--- src/sv/chd_pkg.sv ---
`default_nettype none

package chd_pkg;

    // Grid geometry.
    localparam int GRID_W = 64;
    localparam int GRID_H = 32;
    localparam int CELLS  = GRID_W * GRID_H;
    localparam int ADDR_W = $clog2(CELLS);
    localparam int X_W    = $clog2(GRID_W);
    localparam int Y_W    = $clog2(GRID_H);

    // Fixed widths of the item fields.
    localparam int CELL_X_W = 6;
    localparam int CELL_Y_W = 5;
    localparam int TEMP_W   = 8;

    localparam int MAX_PASSES = 8;
    localparam int PASS_W     = $clog2(MAX_PASSES);

    // Operation codes.
    localparam logic [1:0] OP_TICK   = 2'd0;
    localparam logic [1:0] OP_REPORT = 2'd1;
    localparam logic [1:0] OP_READ   = 2'd2;

    // Configuration register indexes.
    localparam int CFG_IDX_W = 3;
    localparam logic [CFG_IDX_W-1:0] REG_AMBIENT    = 3'd0;
    localparam logic [CFG_IDX_W-1:0] REG_LAVA       = 3'd1;
    localparam logic [CFG_IDX_W-1:0] REG_COLD_FLOOR = 3'd2;
    localparam logic [CFG_IDX_W-1:0] REG_PASSES     = 3'd3;
    localparam logic [CFG_IDX_W-1:0] REG_FIRST_ROW  = 3'd4;
    localparam int CFG_DATA_W = 8;

    typedef struct packed {
        logic [TEMP_W-1:0] ambient;
        logic [TEMP_W-1:0] lava;
        logic [TEMP_W-1:0] cold_floor;
        logic [3:0]        passes;
        logic [5:0]        first_row;
    } cfg_t;

    typedef struct packed {
        logic [1:0]          operation;
        logic [CELL_X_W-1:0] cell_x;
        logic [CELL_Y_W-1:0] cell_y;
        logic                has_lava;
        logic                has_water;
        logic                all_wall;
    } item_t;

    typedef struct packed {
        logic              we;
        logic [ADDR_W-1:0] waddr;
        logic [TEMP_W-1:0] wdata;
        logic [ADDR_W-1:0] raddr0;
        logic [ADDR_W-1:0] raddr1;
    } mem_req_t;

endpackage

`default_nettype wire

--- src/sv/chd_engine.sv ---
`default_nettype none

// Sequencer and datapath: clearing sweep, stencil passes, pin sweep, tile reports and reads
// on the store; stencil passes and tile reports are read-modify-write.
module chd_engine (
    input  wire logic                          aclk,
    input  wire logic                          aresetn,
    input  wire chd_pkg::cfg_t                 cfg,
    input  wire logic                          in_accept,
    input  wire chd_pkg::item_t                in_item,
    output logic                               idle,
    output logic                               res_valid,
    input  wire logic                          res_ready,
    output logic     [chd_pkg::TEMP_W-1:0]     res_data,
    output chd_pkg::mem_req_t                  mem_req,
    input  wire logic [chd_pkg::TEMP_W-1:0]    rd_data0,
    input  wire logic [chd_pkg::TEMP_W-1:0]    rd_data1
);

    localparam logic [2:0] ST_IDLE   = 3'd0;
    localparam logic [2:0] ST_FILL   = 3'd1;
    localparam logic [2:0] ST_TICK_A = 3'd2;
    localparam logic [2:0] ST_TICK_B = 3'd3;
    localparam logic [2:0] ST_RMW    = 3'd4;
    localparam logic [2:0] ST_RESULT = 3'd5;

    function automatic logic [chd_pkg::ADDR_W-1:0] cell_addr(input int y, input int x);
        cell_addr = chd_pkg::ADDR_W'(y * chd_pkg::GRID_W + x);
    endfunction

    // (4*t + l + r + u + d) >> 3, then one step toward ambient on the last pass.
    function automatic logic [chd_pkg::TEMP_W-1:0] stencil(
        input logic [chd_pkg::TEMP_W-1:0] t,
        input logic [chd_pkg::TEMP_W-1:0] l,
        input logic [chd_pkg::TEMP_W-1:0] r,
        input logic [chd_pkg::TEMP_W-1:0] u,
        input logic [chd_pkg::TEMP_W-1:0] d,
        input logic                       last,
        input logic [chd_pkg::TEMP_W-1:0] amb
    );
        logic [chd_pkg::TEMP_W+2:0] sum;
        logic [chd_pkg::TEMP_W-1:0] v;
        sum = {1'b0, t, 2'b00} + (chd_pkg::TEMP_W+3)'(l) + (chd_pkg::TEMP_W+3)'(r)
            + (chd_pkg::TEMP_W+3)'(u) + (chd_pkg::TEMP_W+3)'(d);
        v = sum[chd_pkg::TEMP_W+2:3];
        if (last && (v > amb)) begin
            v = v - 1'b1;
        end else if (last && (v < amb)) begin
            v = v + 1'b1;
        end
        stencil = v;
    endfunction

    logic [2:0]                   state_reg, state_next;
    logic [chd_pkg::X_W-1:0]      x_reg, x_next;
    logic [chd_pkg::Y_W-1:0]      y_reg, y_next;
    logic                         done_reg, done_next;
    logic                         pend_reg, pend_next;
    logic [chd_pkg::ADDR_W-1:0]   pend_addr_reg, pend_addr_next;
    logic                         pend_x0_reg, pend_x0_next;
    logic [chd_pkg::TEMP_W-1:0]   up_reg, up_next;
    logic [chd_pkg::TEMP_W-1:0]   dn_reg, dn_next;
    logic [chd_pkg::TEMP_W-1:0]   left_reg, left_next;
    logic [chd_pkg::PASS_W-1:0]   pass_reg, pass_next;
    logic [chd_pkg::ADDR_W-1:0]   fill_addr_reg, fill_addr_next;
    logic                         fill_tick_reg, fill_tick_next;
    chd_pkg::item_t               item_reg, item_next;
    logic [chd_pkg::ADDR_W-1:0]   item_addr_reg, item_addr_next;
    logic                         item_in_reg, item_in_next;
    logic                         item_wr_ok_reg, item_wr_ok_next;
    logic [chd_pkg::TEMP_W-1:0]   result_reg, result_next;

    logic [chd_pkg::ADDR_W-1:0]   cur_addr;
    logic [chd_pkg::ADDR_W-1:0]   up_addr;
    logic [chd_pkg::ADDR_W-1:0]   dn_addr;
    logic [chd_pkg::ADDR_W-1:0]   right_addr;
    logic [3:0]                   n_passes;
    logic                         last_pass;
    logic                         in_grid;
    logic [chd_pkg::TEMP_W-1:0]   cell_new;
    logic [chd_pkg::TEMP_W-1:0]   rpt_val;

    always_comb begin
        cur_addr   = cell_addr(int'(y_reg), int'(x_reg));
        up_addr    = (y_reg == '0) ? cur_addr : cur_addr - chd_pkg::ADDR_W'(chd_pkg::GRID_W);
        dn_addr    = (int'(y_reg) == chd_pkg::GRID_H - 1) ? cur_addr
                   : cur_addr + chd_pkg::ADDR_W'(chd_pkg::GRID_W);
        right_addr = (int'(x_reg) == chd_pkg::GRID_W - 1) ? cur_addr
                   : cur_addr + chd_pkg::ADDR_W'(1);

        if (cfg.passes == 4'd0) begin
            n_passes = 4'd1;
        end else if (int'(cfg.passes) > chd_pkg::MAX_PASSES) begin
            n_passes = 4'(chd_pkg::MAX_PASSES);
        end else begin
            n_passes = cfg.passes;
        end
        last_pass = ((4'(pass_reg) + 4'd1) == n_passes);

        in_grid = (int'(in_item.cell_x) < chd_pkg::GRID_W)
               && (int'(in_item.cell_y) < chd_pkg::GRID_H);

        // At the start of a row the left neighbor is the cell itself.
        cell_new = stencil(rd_data0, pend_x0_reg ? rd_data0 : left_reg, rd_data1,
                           up_reg, dn_reg, last_pass, cfg.ambient);

        if (item_reg.has_lava) begin
            rpt_val = cfg.lava;
        end else if (item_reg.all_wall) begin
            rpt_val = cfg.ambient;
        end else if (item_reg.has_water && (rd_data0 > cfg.cold_floor)) begin
            rpt_val = rd_data0 - 1'b1;
        end else begin
            rpt_val = rd_data0;
        end
    end

    always_comb begin
        state_next      = state_reg;
        x_next          = x_reg;
        y_next          = y_reg;
        done_next       = done_reg;
        pend_next       = pend_reg;
        pend_addr_next  = pend_addr_reg;
        pend_x0_next    = pend_x0_reg;
        up_next         = up_reg;
        dn_next         = dn_reg;
        left_next       = left_reg;
        pass_next       = pass_reg;
        fill_addr_next  = fill_addr_reg;
        fill_tick_next  = fill_tick_reg;
        item_next       = item_reg;
        item_addr_next  = item_addr_reg;
        item_in_next    = item_in_reg;
        item_wr_ok_next = item_wr_ok_reg;
        result_next     = result_reg;
        mem_req         = '0;

        case (state_reg)
            ST_IDLE: begin
                if (in_accept) begin
                    item_next       = in_item;
                    item_in_next    = in_grid;
                    item_addr_next  = in_grid ? cell_addr(int'(in_item.cell_y),
                                                          int'(in_item.cell_x)) : '0;
                    item_wr_ok_next = in_grid && ({1'b0, in_item.cell_y} < cfg.first_row);
                    result_next     = '0;
                    mem_req.raddr0  = item_addr_next;
                    case (in_item.operation)
                        chd_pkg::OP_TICK: begin
                            x_next    = '0;
                            y_next    = '0;
                            done_next = 1'b0;
                            pend_next = 1'b0;
                            pass_next = '0;
                            state_next = ST_TICK_A;
                        end
                        chd_pkg::OP_REPORT, chd_pkg::OP_READ: begin
                            state_next = ST_RMW;
                        end
                        default: begin
                            state_next = ST_RESULT;
                        end
                    endcase
                end
            end
            ST_TICK_A: begin
                // Retire the cell whose center and right values arrive now.
                if (pend_reg) begin
                    mem_req.we    = 1'b1;
                    mem_req.waddr = pend_addr_reg;
                    mem_req.wdata = cell_new;
                    left_next     = cell_new;
                end
                pend_next = 1'b0;
                if (!done_reg) begin
                    mem_req.raddr0 = up_addr;
                    mem_req.raddr1 = dn_addr;
                    state_next     = ST_TICK_B;
                end else if (last_pass) begin
                    if (int'(cfg.first_row) < chd_pkg::GRID_H) begin
                        fill_addr_next = cell_addr(int'(cfg.first_row), 0);
                        fill_tick_next = 1'b1;
                        state_next     = ST_FILL;
                    end else begin
                        state_next = ST_RESULT;
                    end
                end else begin
                    pass_next = pass_reg + 1'b1;
                    x_next    = '0;
                    y_next    = '0;
                    done_next = 1'b0;
                end
            end
            ST_TICK_B: begin
                up_next        = rd_data0;
                dn_next        = rd_data1;
                mem_req.raddr0 = cur_addr;
                mem_req.raddr1 = right_addr;
                pend_next      = 1'b1;
                pend_addr_next = cur_addr;
                pend_x0_next   = (x_reg == '0);
                if (int'(x_reg) == chd_pkg::GRID_W - 1) begin
                    x_next = '0;
                    if (int'(y_reg) == chd_pkg::GRID_H - 1) begin
                        done_next = 1'b1;
                    end else begin
                        y_next = y_reg + 1'b1;
                    end
                end else begin
                    x_next = x_reg + 1'b1;
                end
                state_next = ST_TICK_A;
            end
            ST_RMW: begin
                if (item_reg.operation == chd_pkg::OP_REPORT) begin
                    mem_req.we    = item_wr_ok_reg;
                    mem_req.waddr = item_addr_reg;
                    mem_req.wdata = rpt_val;
                end else begin
                    result_next = item_in_reg ? rd_data0 : '0;
                end
                state_next = ST_RESULT;
            end
            ST_FILL: begin
                mem_req.we    = 1'b1;
                mem_req.waddr = fill_addr_reg;
                mem_req.wdata = fill_tick_reg ? cfg.ambient : '0;
                if (int'(fill_addr_reg) == chd_pkg::CELLS - 1) begin
                    state_next = fill_tick_reg ? ST_RESULT : ST_IDLE;
                end else begin
                    fill_addr_next = fill_addr_reg + 1'b1;
                end
            end
            ST_RESULT: begin
                if (res_ready) begin
                    state_next = ST_IDLE;
                end
            end
            default: begin
                state_next = ST_IDLE;
            end
        endcase
    end

    always_ff @(posedge aclk) begin
        if (!aresetn) begin
            state_reg     <= ST_FILL;
            fill_addr_reg <= '0;
            fill_tick_reg <= 1'b0;
            pend_reg      <= 1'b0;
            done_reg      <= 1'b0;
            pass_reg      <= '0;
            x_reg         <= '0;
            y_reg         <= '0;
        end else begin
            state_reg     <= state_next;
            fill_addr_reg <= fill_addr_next;
            fill_tick_reg <= fill_tick_next;
            pend_reg      <= pend_next;
            done_reg      <= done_next;
            pass_reg      <= pass_next;
            x_reg         <= x_next;
            y_reg         <= y_next;
        end
    end

    always_ff @(posedge aclk) begin
        pend_addr_reg  <= pend_addr_next;
        pend_x0_reg    <= pend_x0_next;
        up_reg         <= up_next;
        dn_reg         <= dn_next;
        left_reg       <= left_next;
        item_reg       <= item_next;
        item_addr_reg  <= item_addr_next;
        item_in_reg    <= item_in_next;
        item_wr_ok_reg <= item_wr_ok_next;
        result_reg     <= result_next;
    end

    assign idle      = (state_reg == ST_IDLE);
    assign res_valid = (state_reg == ST_RESULT);
    assign res_data  = result_reg;

endmodule

`default_nettype wire

--- config.mk ---
export PLATFORM = sky130hd
export DESIGN_NAME = chd_engine
export DESIGN_NICKNAME = d
export VERILOG_FILES = /design/src/sv/chd_pkg.sv /design/src/sv/chd_engine.sv
export SDC_FILE = /design/constraint.sdc
export NUM_CORES = 1
export LEC_CHECK = 0
export BUFFER_PORTS_ARGS = -buffer_cell sky130_fd_sc_hd__clkbuf_2
export CAP_MARGIN = 15
export CORE_MARGIN = 2
export CORE_UTILIZATION = 41
export CTS_CLUSTER_DIAMETER = 40
export CTS_CLUSTER_SIZE = 10
export DETAILED_ROUTE_END_ITERATION = 16
export SYNTH_ARGS = -nofsm -noshare
export SYNTH_HDL_FRONTEND = slang
export SYNTH_SLANG_ARGS = --single-unit
export TNS_END_PERCENT = 10
--- constraint.sdc ---
create_clock -name aclk -period 9.3 [get_ports aclk]
set_input_delay 0.93 -clock aclk [delete_from_list [all_inputs] [get_ports aclk]]
set_output_delay 0.93 -clock aclk [all_outputs]
set_load 0.03 [all_outputs]
### Yosys cells after proc, flatten, opt, wreduce, memory -nomap -nowiden

Cells that the tools add are included.

* input port bits: 70
* output and inout port bits: 52
* logic and storage cells: 155
* register bits after elaboration: 92

* reductions and logical operators: 24
* mux-type cells: 62
* $lt $le $gt $ge: 6
* add/sub/neg operators: 17
* eq/ne operators: 26

Operators by type and width (number)
* 2-to-1 mux 11 bit: 8
* 2-to-1 mux 8 bit: 9
* case mux 20 bit (3 select lines): 1
* case mux 11 bit (2 select lines): 2
* 2-to-1 mux 20 bit: 2
* adder 11 x 8 -> 11 bit: 3
* 2-to-1 mux 3 bit: 11
* case mux 11 bit (3 select lines): 1
* 2-to-1 mux 5 bit: 6
* 2-to-1 mux 6 bit: 5
* adder 11 x 1 -> 11 bit, second input constant: 2
* adder 11 x 6 -> 11 bit: 2
* 2-to-1 mux 22 bit: 1
* inequality test 2 bit, second input constant: 11
* AND reduction 5 bit: 4
* case mux 3 bit (6 select lines): 1
* case mux 6 bit (3 select lines): 1
* > comparator 8 bit: 2
* case mux 8 bit (2 select lines): 1
* subtractor 8 x 1 -> 8 bit, second input constant: 2
* case mux 5 bit (3 select lines): 1
* case mux 3 bit (2 select lines): 2
* adder 10 x 8 -> 11 bit: 1
* adder 11 x 7 -> 11 bit, second input constant: 1
* 37 further kinds: 55

### Longest topological paths before layout

Gate-level depths: netlist of run 1.

* depth in word-level cells: 11
* mapped depth: 22
* gate-level depth less buffers: 22

### Least setup slack after synthesis of run 1

Ideal clock, no wire load.

* path type: input -> output
* start: input rd_data0[1] (netlist name)
* end: output mem_req[29] (netlist name)
* buffers on the path: 0
* data required time: 8370 ps
* stages on the path: 21
* slack: 2193 ps
* data arrival time: 6177 ps
* cells stage by stage: inv_1 fa_1 inv_1 fa_1 inv_1 fa_1 inv_1 ha_1 and4bb_1 a2111oi_4 nor4_1 nor3_1 inv_1 ha_1 nand4_1 o221ai_1 nand3_1 or4_1 a2bb2oi_1 xnor2_2 a211o_1

RTL lines
* start: declaration: RTL line chd_engine.sv:16 `input wire logic [chd_pkg::TEMP_W-1:0] rd_data0,`
* end: declaration: RTL line chd_engine.sv:15 `output chd_pkg::mem_req_t mem_req,`

==> flow_summary.yaml, run 1 <==
run_status:
  status: "finished clean"
min_path:
  worstHoldPathType: "reg2reg"
  hold_depth: 2
global_routing:
  track_usage_pct: 22.4
  antenna_found_initial: 0
  first_global_vias: 5836
  grt.overflow.total: 0
  grt_max_degree: 31
  grt_pass1_wl_mm: 30.8
clock_tree:
  cts_made_buffers: 9
  holdBufCountCts: 0
  cts.clk_slew.worst_paths_ns: 0.06
  clock-sinks: 92
  post_cts_resized: 0
  h-tree-depth: 3
  cts_tree: "yes"
  clockBufferDepth: 2
  clk_latency_ns: 0.36
  post_cts_buffers: 0
  root_buffer: "clkbuf_16"
detailed_routing:
  drcViolationCount: 0
  vias: 5891
  drtAntennaViolNets: 0
  drt_iter0_drc: 522
  post_drt_wl_per_cell_um: 18.1
  first_pass_iters: 7
  viasPerCell: 5.57
  wl_mm: 19.1
layout:
  final_cells: 1058
  antenna_cells: 0
  final_common_cell: "clkbuf_2"
  layout_common_cells: "121 x clkbuf_2, 98 x inv_1, 62 x nor2_1"
  fin_util_pct: 48.8
  drive_gt1_share_pct: 18.6
  nNetsFinal: 971
  syn_to_final_growth_pct: 16.5
floorplan:
  dieArea_um2: 17300
  rows: 46
  die_w_um: 131
  core_area_um2: 15900
  boundaryPins: 122
  die_h_um: 131
  start_util_pct: 41.9
synth:
  syn_area_per_cell_um2: 9.16
  seq_area_frac_synth_pct: 36.8
  synthDistinctLibCells: 73
  synthArstFlopShare_pct: 0
  syn-num-nets: 861
  ys_seq_elements: 92
  synthCells: 727
  yosysWarnings: 0
  syn_area_um2: 6660
  synth_edf_count: 61
  synth_ff_type: "edfxtp_1"
power_and_ir_drop:
  max-vdd-ir-drop_v: 0.000105
  internal_power_w: 0.000840
  p_per_area_nw_per_um2: 170
  power_switching_w: 0.000477
  p_total_w: 0.00132
  seqPwrFrac_pct: 36.0
  swShare_pct: 36.2
  combPwrFrac_pct: 35.3
  pwr-share-clk_pct: 28.7
  p_leak_nw: 3.48
placement:
  dp_hpwl_mm: 14.7
  dp_cells: 1042
  place.gp.congestion: 0.918
  place_ws_ns: 1.47
  io_buffers: 121
sta:
  skew_ns: 0.00837
  worstMarginPinSlew_ns: 1.03
  period_needed_ns: 7.88
  slew_violations: 0
  fin_setup_tns_ns: 0
  worst_slack_ns: 1.42
  fin_crit_sh_pct: 84.7
  rsz0062_at_grt: "false"
  slew_headroom_pct: 31.2
  setup_viol: 0
  fmax_ghz: 0.127
  finalHoldViolCount: 0
critical_path:
  arrival_ns: 6.95
  rrSetupSlack_ns: 3.40
  r2r-end: "left_reg[7]$_DFFE_PP_"
  crit_end: "mem_req[29]"
  crit_path_end_kind: "primary output"
  worst-setup-path-type: "in2out"
  worstRegToRegCells: 20
  cp-startpoint: "rd_data0[1]"
  critPathMaxFanout: 6
  startpoint_type: "input pin"
  cp_data_required_time_ns: 8.37
  reg2reg_from: "up_reg[3]$_DFFE_PP_"
flow_run:
  cap_violations: 0
## cell families (layout without fill, tap and decap cells)
logic type,after synthesis,after routing,share of synthesized area [%]
AOI/OAI and AO/OA,179,179,18.7
xor gates and xnor gates,22,22,3.23
adders and majority gates,64,64,14.5
buffers and inverters,128,243,7.35
DFF,92,92,36.8
muxes,14,14,2.26
and+or+nand+nor,228,228,17.1
## power by group through the flow
stage	Combinational, W	Sequential, W	Clock, W
after global routing	0.000516	0.000477	0.000399
after global placement	0.000441	0.000483	0
final	0.000465	0.000475	0.000378
after detailed placement	0.000457	0.000484	0
after CTS	0.000459	0.000474	0.000384
after floorplan	0.000325	0.000482	0
## per-layer routing
metal	vias to the layer above	wire length [µm]	share of wire, %	global-route usage, %
met3	22	1060	5.5	4.28
li1	2839	-	-	-
met2	176	9140	48	36.0
met1	2854	8610	45	30.8
met4	0	305	1.6	6.46
met5	-	0	0	0
## stage by stage
stage / area [µm²] / hold slack [ns]
4_1_cts: 7760 / 0.499
5_1_grt: 7760 / 0.539
3_5_place_dp: 7460 / 0.485
3_3_place_gp: 7460 / 0.469
2_1_floorplan: 6660 / 0.406
6_report: 7760 / 0.502
## area by class of cell
class | count | area (µm²)
tap | 216 | 270
sequential | 92 | 2450
timing repair buffer | 126 | 643
clock inverter | 3 | 26.3
fill | 1533 | 8130
inverter | 101 | 379
clock buffer | 13 | 272
multi-input combinational | 507 | 3720
## worst min-delay path by stage
stage	startpoint	end
6_report	pend_reg$_SDFFE_PN0P_	pend_reg$_SDFFE_PN0P_
2_1_floorplan	x_reg[2]$_SDFFE_PN0P_	pend_addr_reg[2]$_DFFE_PP_
4_1_cts	pend_reg$_SDFFE_PN0P_	pend_reg$_SDFFE_PN0P_
3_3_place_gp	pend_reg$_SDFFE_PN0P_	pend_reg$_SDFFE_PN0P_
3_5_place_dp	pend_reg$_SDFFE_PN0P_	pend_reg$_SDFFE_PN0P_
5_1_grt	y_reg[4]$_SDFFE_PN0P_	y_reg[4]$_SDFFE_PN0P_
## critical path: stages
cell	delay [ns]
clkbuf_2	0.14
inv_1	0.10
fa_1	0.55
inv_1	0.07
fa_1	0.50
inv_1	0.06
fa_1	0.59
inv_1	0.07
ha_1	0.27
and4bb_1	0.25
a2111oi_4	0.45
nor4_1	0.10
nor3_1	0.31
inv_1	0.12
ha_1	0.31
nand4_1	0.17
o221ai_1	0.30
nand3_1	0.22
or4_1	0.58
a2bb2oi_1	0.19
xnor2_2	0.18
a211o_1	0.30
clkbuf_2	0.18
## synth_stat cells (all sizes together), types with 7 or more instances
cell    count  share of area [%]
and3       11                1.0
fa         22                6.6
edfxtp     61                 28
nand3      19                1.4
xnor2      16                2.4
nor2       62                3.5
a222oi     13                2.0
clkbuf     24                1.4
a21oi      41                3.1
and2       13                1.2
inv        99                5.6
nor3       15                1.1
nand2      47                2.6
a31oi       8               0.75
nand4      10               0.94
mux2i       9                1.4
dfxtp      31                9.3
nand2b      7               0.66
ha         42                7.9
o21ai      41                3.1
nor2b      10               0.94
or3         8               0.75
a22o       10                1.3
Note: power is estimated with default switching activity, not from simulation.
==> run 2, diff against run 1 <==
==> constraint.sdc (replaced) <==
create_clock -name aclk -period 7.7 [get_ports aclk]
set_input_delay 0.77 -clock aclk [delete_from_list [all_inputs] [get_ports aclk]]
set_output_delay 0.77 -clock aclk [all_outputs]
set_load 0.03 [all_outputs]
==> run 2 against run 1 <==
Compared with the run above: critical path depth is the same; die area is the same; register-to-register slack lost 1.4 ns; setup slack lost 1.1 ns; clock skew shrank 0.00055 ns; sequential share of layout area shrank 0.23 points; critical path type unchanged; largest power group is now combinational logic.
==> flow_summary.yaml, run 2 (synthesis results as in run 1) <==
clock_tree:
  cts_made_buffers: 9
  clk_latency_ns: 0.36
  root_buffer: "clkbuf_16"
  clockBufferDepth: 2
  clock-sinks: 92
  cts_tree: "yes"
  cts.clk_slew.worst_paths_ns: 0.06
  h-tree-depth: 3
layout:
  nNetsFinal: 976
  drive_gt1_share_pct: 20.0
  layout_common_cells: "121 x clkbuf_2, 98 x inv_1, 62 x nor2_1"
  n_fill_cell: 1541
  syn_to_final_growth_pct: 17.4
  final_common_cell: "clkbuf_2"
  antenna_cells: 0
  final_cells: 1062
  design_area_um2: 7820
critical_path:
  crit_cells: 23
  worstRegToRegCells: 20
  crit_buf_inv: 7
  critPathMaxStageDelay_ns: 0.59
  cp_slowest_cell: "fa_1"
  cp-startpoint: "rd_data0[1]"
  crit_path_end_kind: "primary output"
  cp_data_required_time_ns: 6.93
  arrival_ns: 6.61
  critPathTopFamily: "adder cells"
  reg2reg_from: "up_reg[3]$_DFFE_PP_"
  path_cells: "clkbuf_2 -> inv_1 -> fa_1 -> inv_1 -> fa_1 -> inv_1 -> fa_1 -> inv_1 -> ha_1 -> and4bb_1 -> a2111oi_4 -> nor4_1 -> nor3_2 -> inv_1 -> ha_1 -> nand4_1 -> o221ai_2 -> nand3_2 -> or4_1 -> a2bb2oi_1 -> xnor2_2 -> a211o_1 -> clkbuf_2"
  critPathMaxFanout: 6
  startpoint_type: "input pin"
  worst-setup-path-type: "in2out"
  cpMostUsedCell: "inv_1"
sta:
  fin_crit_sh_pct: 95.8
  worst_slack_ns: 0.320
  hold-worst-slack_ns: 0.488
  period_needed_ns: 7.38
  setup_viol: 0
  worstMarginPinSlew_ns: 1.02
  skew_ns: 0.00782
  fmax_ghz: 0.136
  finalHoldViolCount: 0
  slew_violations: 0
  slew_headroom_pct: 31.8
global_routing:
  first_global_vias: 5880
  grt_max_degree: 31
  track_usage_pct: 22.5
  grt.overflow.total: 0
  antenna_found_initial: 0
  grt_pass1_wl_mm: 30.8
placement:
  dpl_cell_area_um2: 7470
  io_buffers: 121
  dp_cells: 1043
  place.gp.congestion: 0.914
  dp_hpwl_mm: 14.7
  place_ws_ns: 0.220
detailed_routing:
  wl_mm: 19.1
  viasPerCell: 5.65
  drt_iter0_drc: 512
  vias: 5995
  post_drt_wl_per_cell_um: 18.0
  first_pass_iters: 5
  drcViolationCount: 0
  drtAntennaViolNets: 0
power_and_ir_drop:
  p_per_area_nw_per_um2: 207
  combPwrFrac_pct: 37.3
  power_switching_w: 0.000596
  swShare_pct: 36.8
  max-vdd-ir-drop_v: 0.000126
  seqPwrFrac_pct: 35.4
  pwr-share-clk_pct: 27.3
  p_leak_nw: 3.51
  internal_power_w: 0.00102
floorplan:
  boundaryPins: 122
  die_h_um: 131
  dieArea_um2: 17300
  rows: 46
  core_area_um2: 15900
  die_w_um: 131
  start_util_pct: 41.9
min_path:
  worstHoldPathType: "reg2reg"
  hold_depth: 2
  min_from: "pend_reg$_SDFFE_PN0P_"
flow_run:
  cap_violations: 0
run_status:
  status: "finished clean"
-- run 2: power groups by stage --
stage	sequential (W)	combinational, W	clock [W]
finish	0.000574	0.000604	0.000442
global route	0.000576	0.000663	0.000463
CTS	0.000573	0.000559	0.000447
detailed placement	0.000584	0.000553	0
global placement	0.000583	0.000533	0
floorplan	0.000582	0.000393	0
-- run 2: worst paths after layout --
path | end | slack, ns
worst min register to register | pend_reg$_SDFFE_PN0P_ | 0.49
worst max-delay path | mem_req[29] | 0.32
worst min-delay path | pend_reg$_SDFFE_PN0P_ | 0.49
worst max register to register | left_reg[7]$_DFFE_PP_ | 2.03
-- run 2: cell type report --
class / count / area (µm²) / area share [%]
tap: 216 / 270 / 3.46
clock inverter: 4 / 31.3 / 0.400
multi-input combinational: 507 / 3750 / 48.0
sequential: 92 / 2450 / 31.4
inverter: 101 / 379 / 4.85
clock buffer: 11 / 253 / 3.23
timing repair buffer: 131 / 681 / 8.71
-- run 2: timing repair --
item	CTS	global route
gates resized for setup	0	8
endpoints found under the setup margin	0	6
hold buffers	0	0
setup buffers	0	4
-- run 2: worst reg2reg max path: stages (launching register included) --
cell and delay, ns:
edfxtp_1 0.32, inv_1 0.06, fa_1 0.48, inv_1 0.06
fa_1 0.50, inv_1 0.06, fa_1 0.59, inv_1 0.06
ha_1 0.28, and4bb_1 0.28, a2111oi_4 0.40, nor4_1 0.11
nor3_2 0.23, inv_1 0.11, ha_1 0.30, nand4_1 0.17
o221ai_2 0.29, nand3_2 0.17, or4_1 0.57, a2bb2oi_1 0.20
xnor2_2 0.17
-- run 2: through the flow --
| stage | setup TNS, ns | power (W) | utilization (%) |
|---|---|---|---|
| floorplan | 0 | 0.000975 | - |
| global placement | 0 | 0.00112 | 47.0 |
| detailed placement | 0 | 0.00114 | 47.0 |
| CTS | 0 | 0.00158 | 48.8 |
| global route | -0.000252 | 0.00170 | 49.2 |
| finish | 0 | 0.00162 | 49.2 |
-- run 2: metal layers --
metal | part of all wire, % | track usage [%] | up-vias
met2 | 47 | 35.8 | 214
met5 | 0 | 0 | -
met3 | 6.2 | 3.59 | 34
met1 | 44 | 30.7 | 2892
li1 | - | - | 2855
met4 | 2.5 | 8.64 | 0
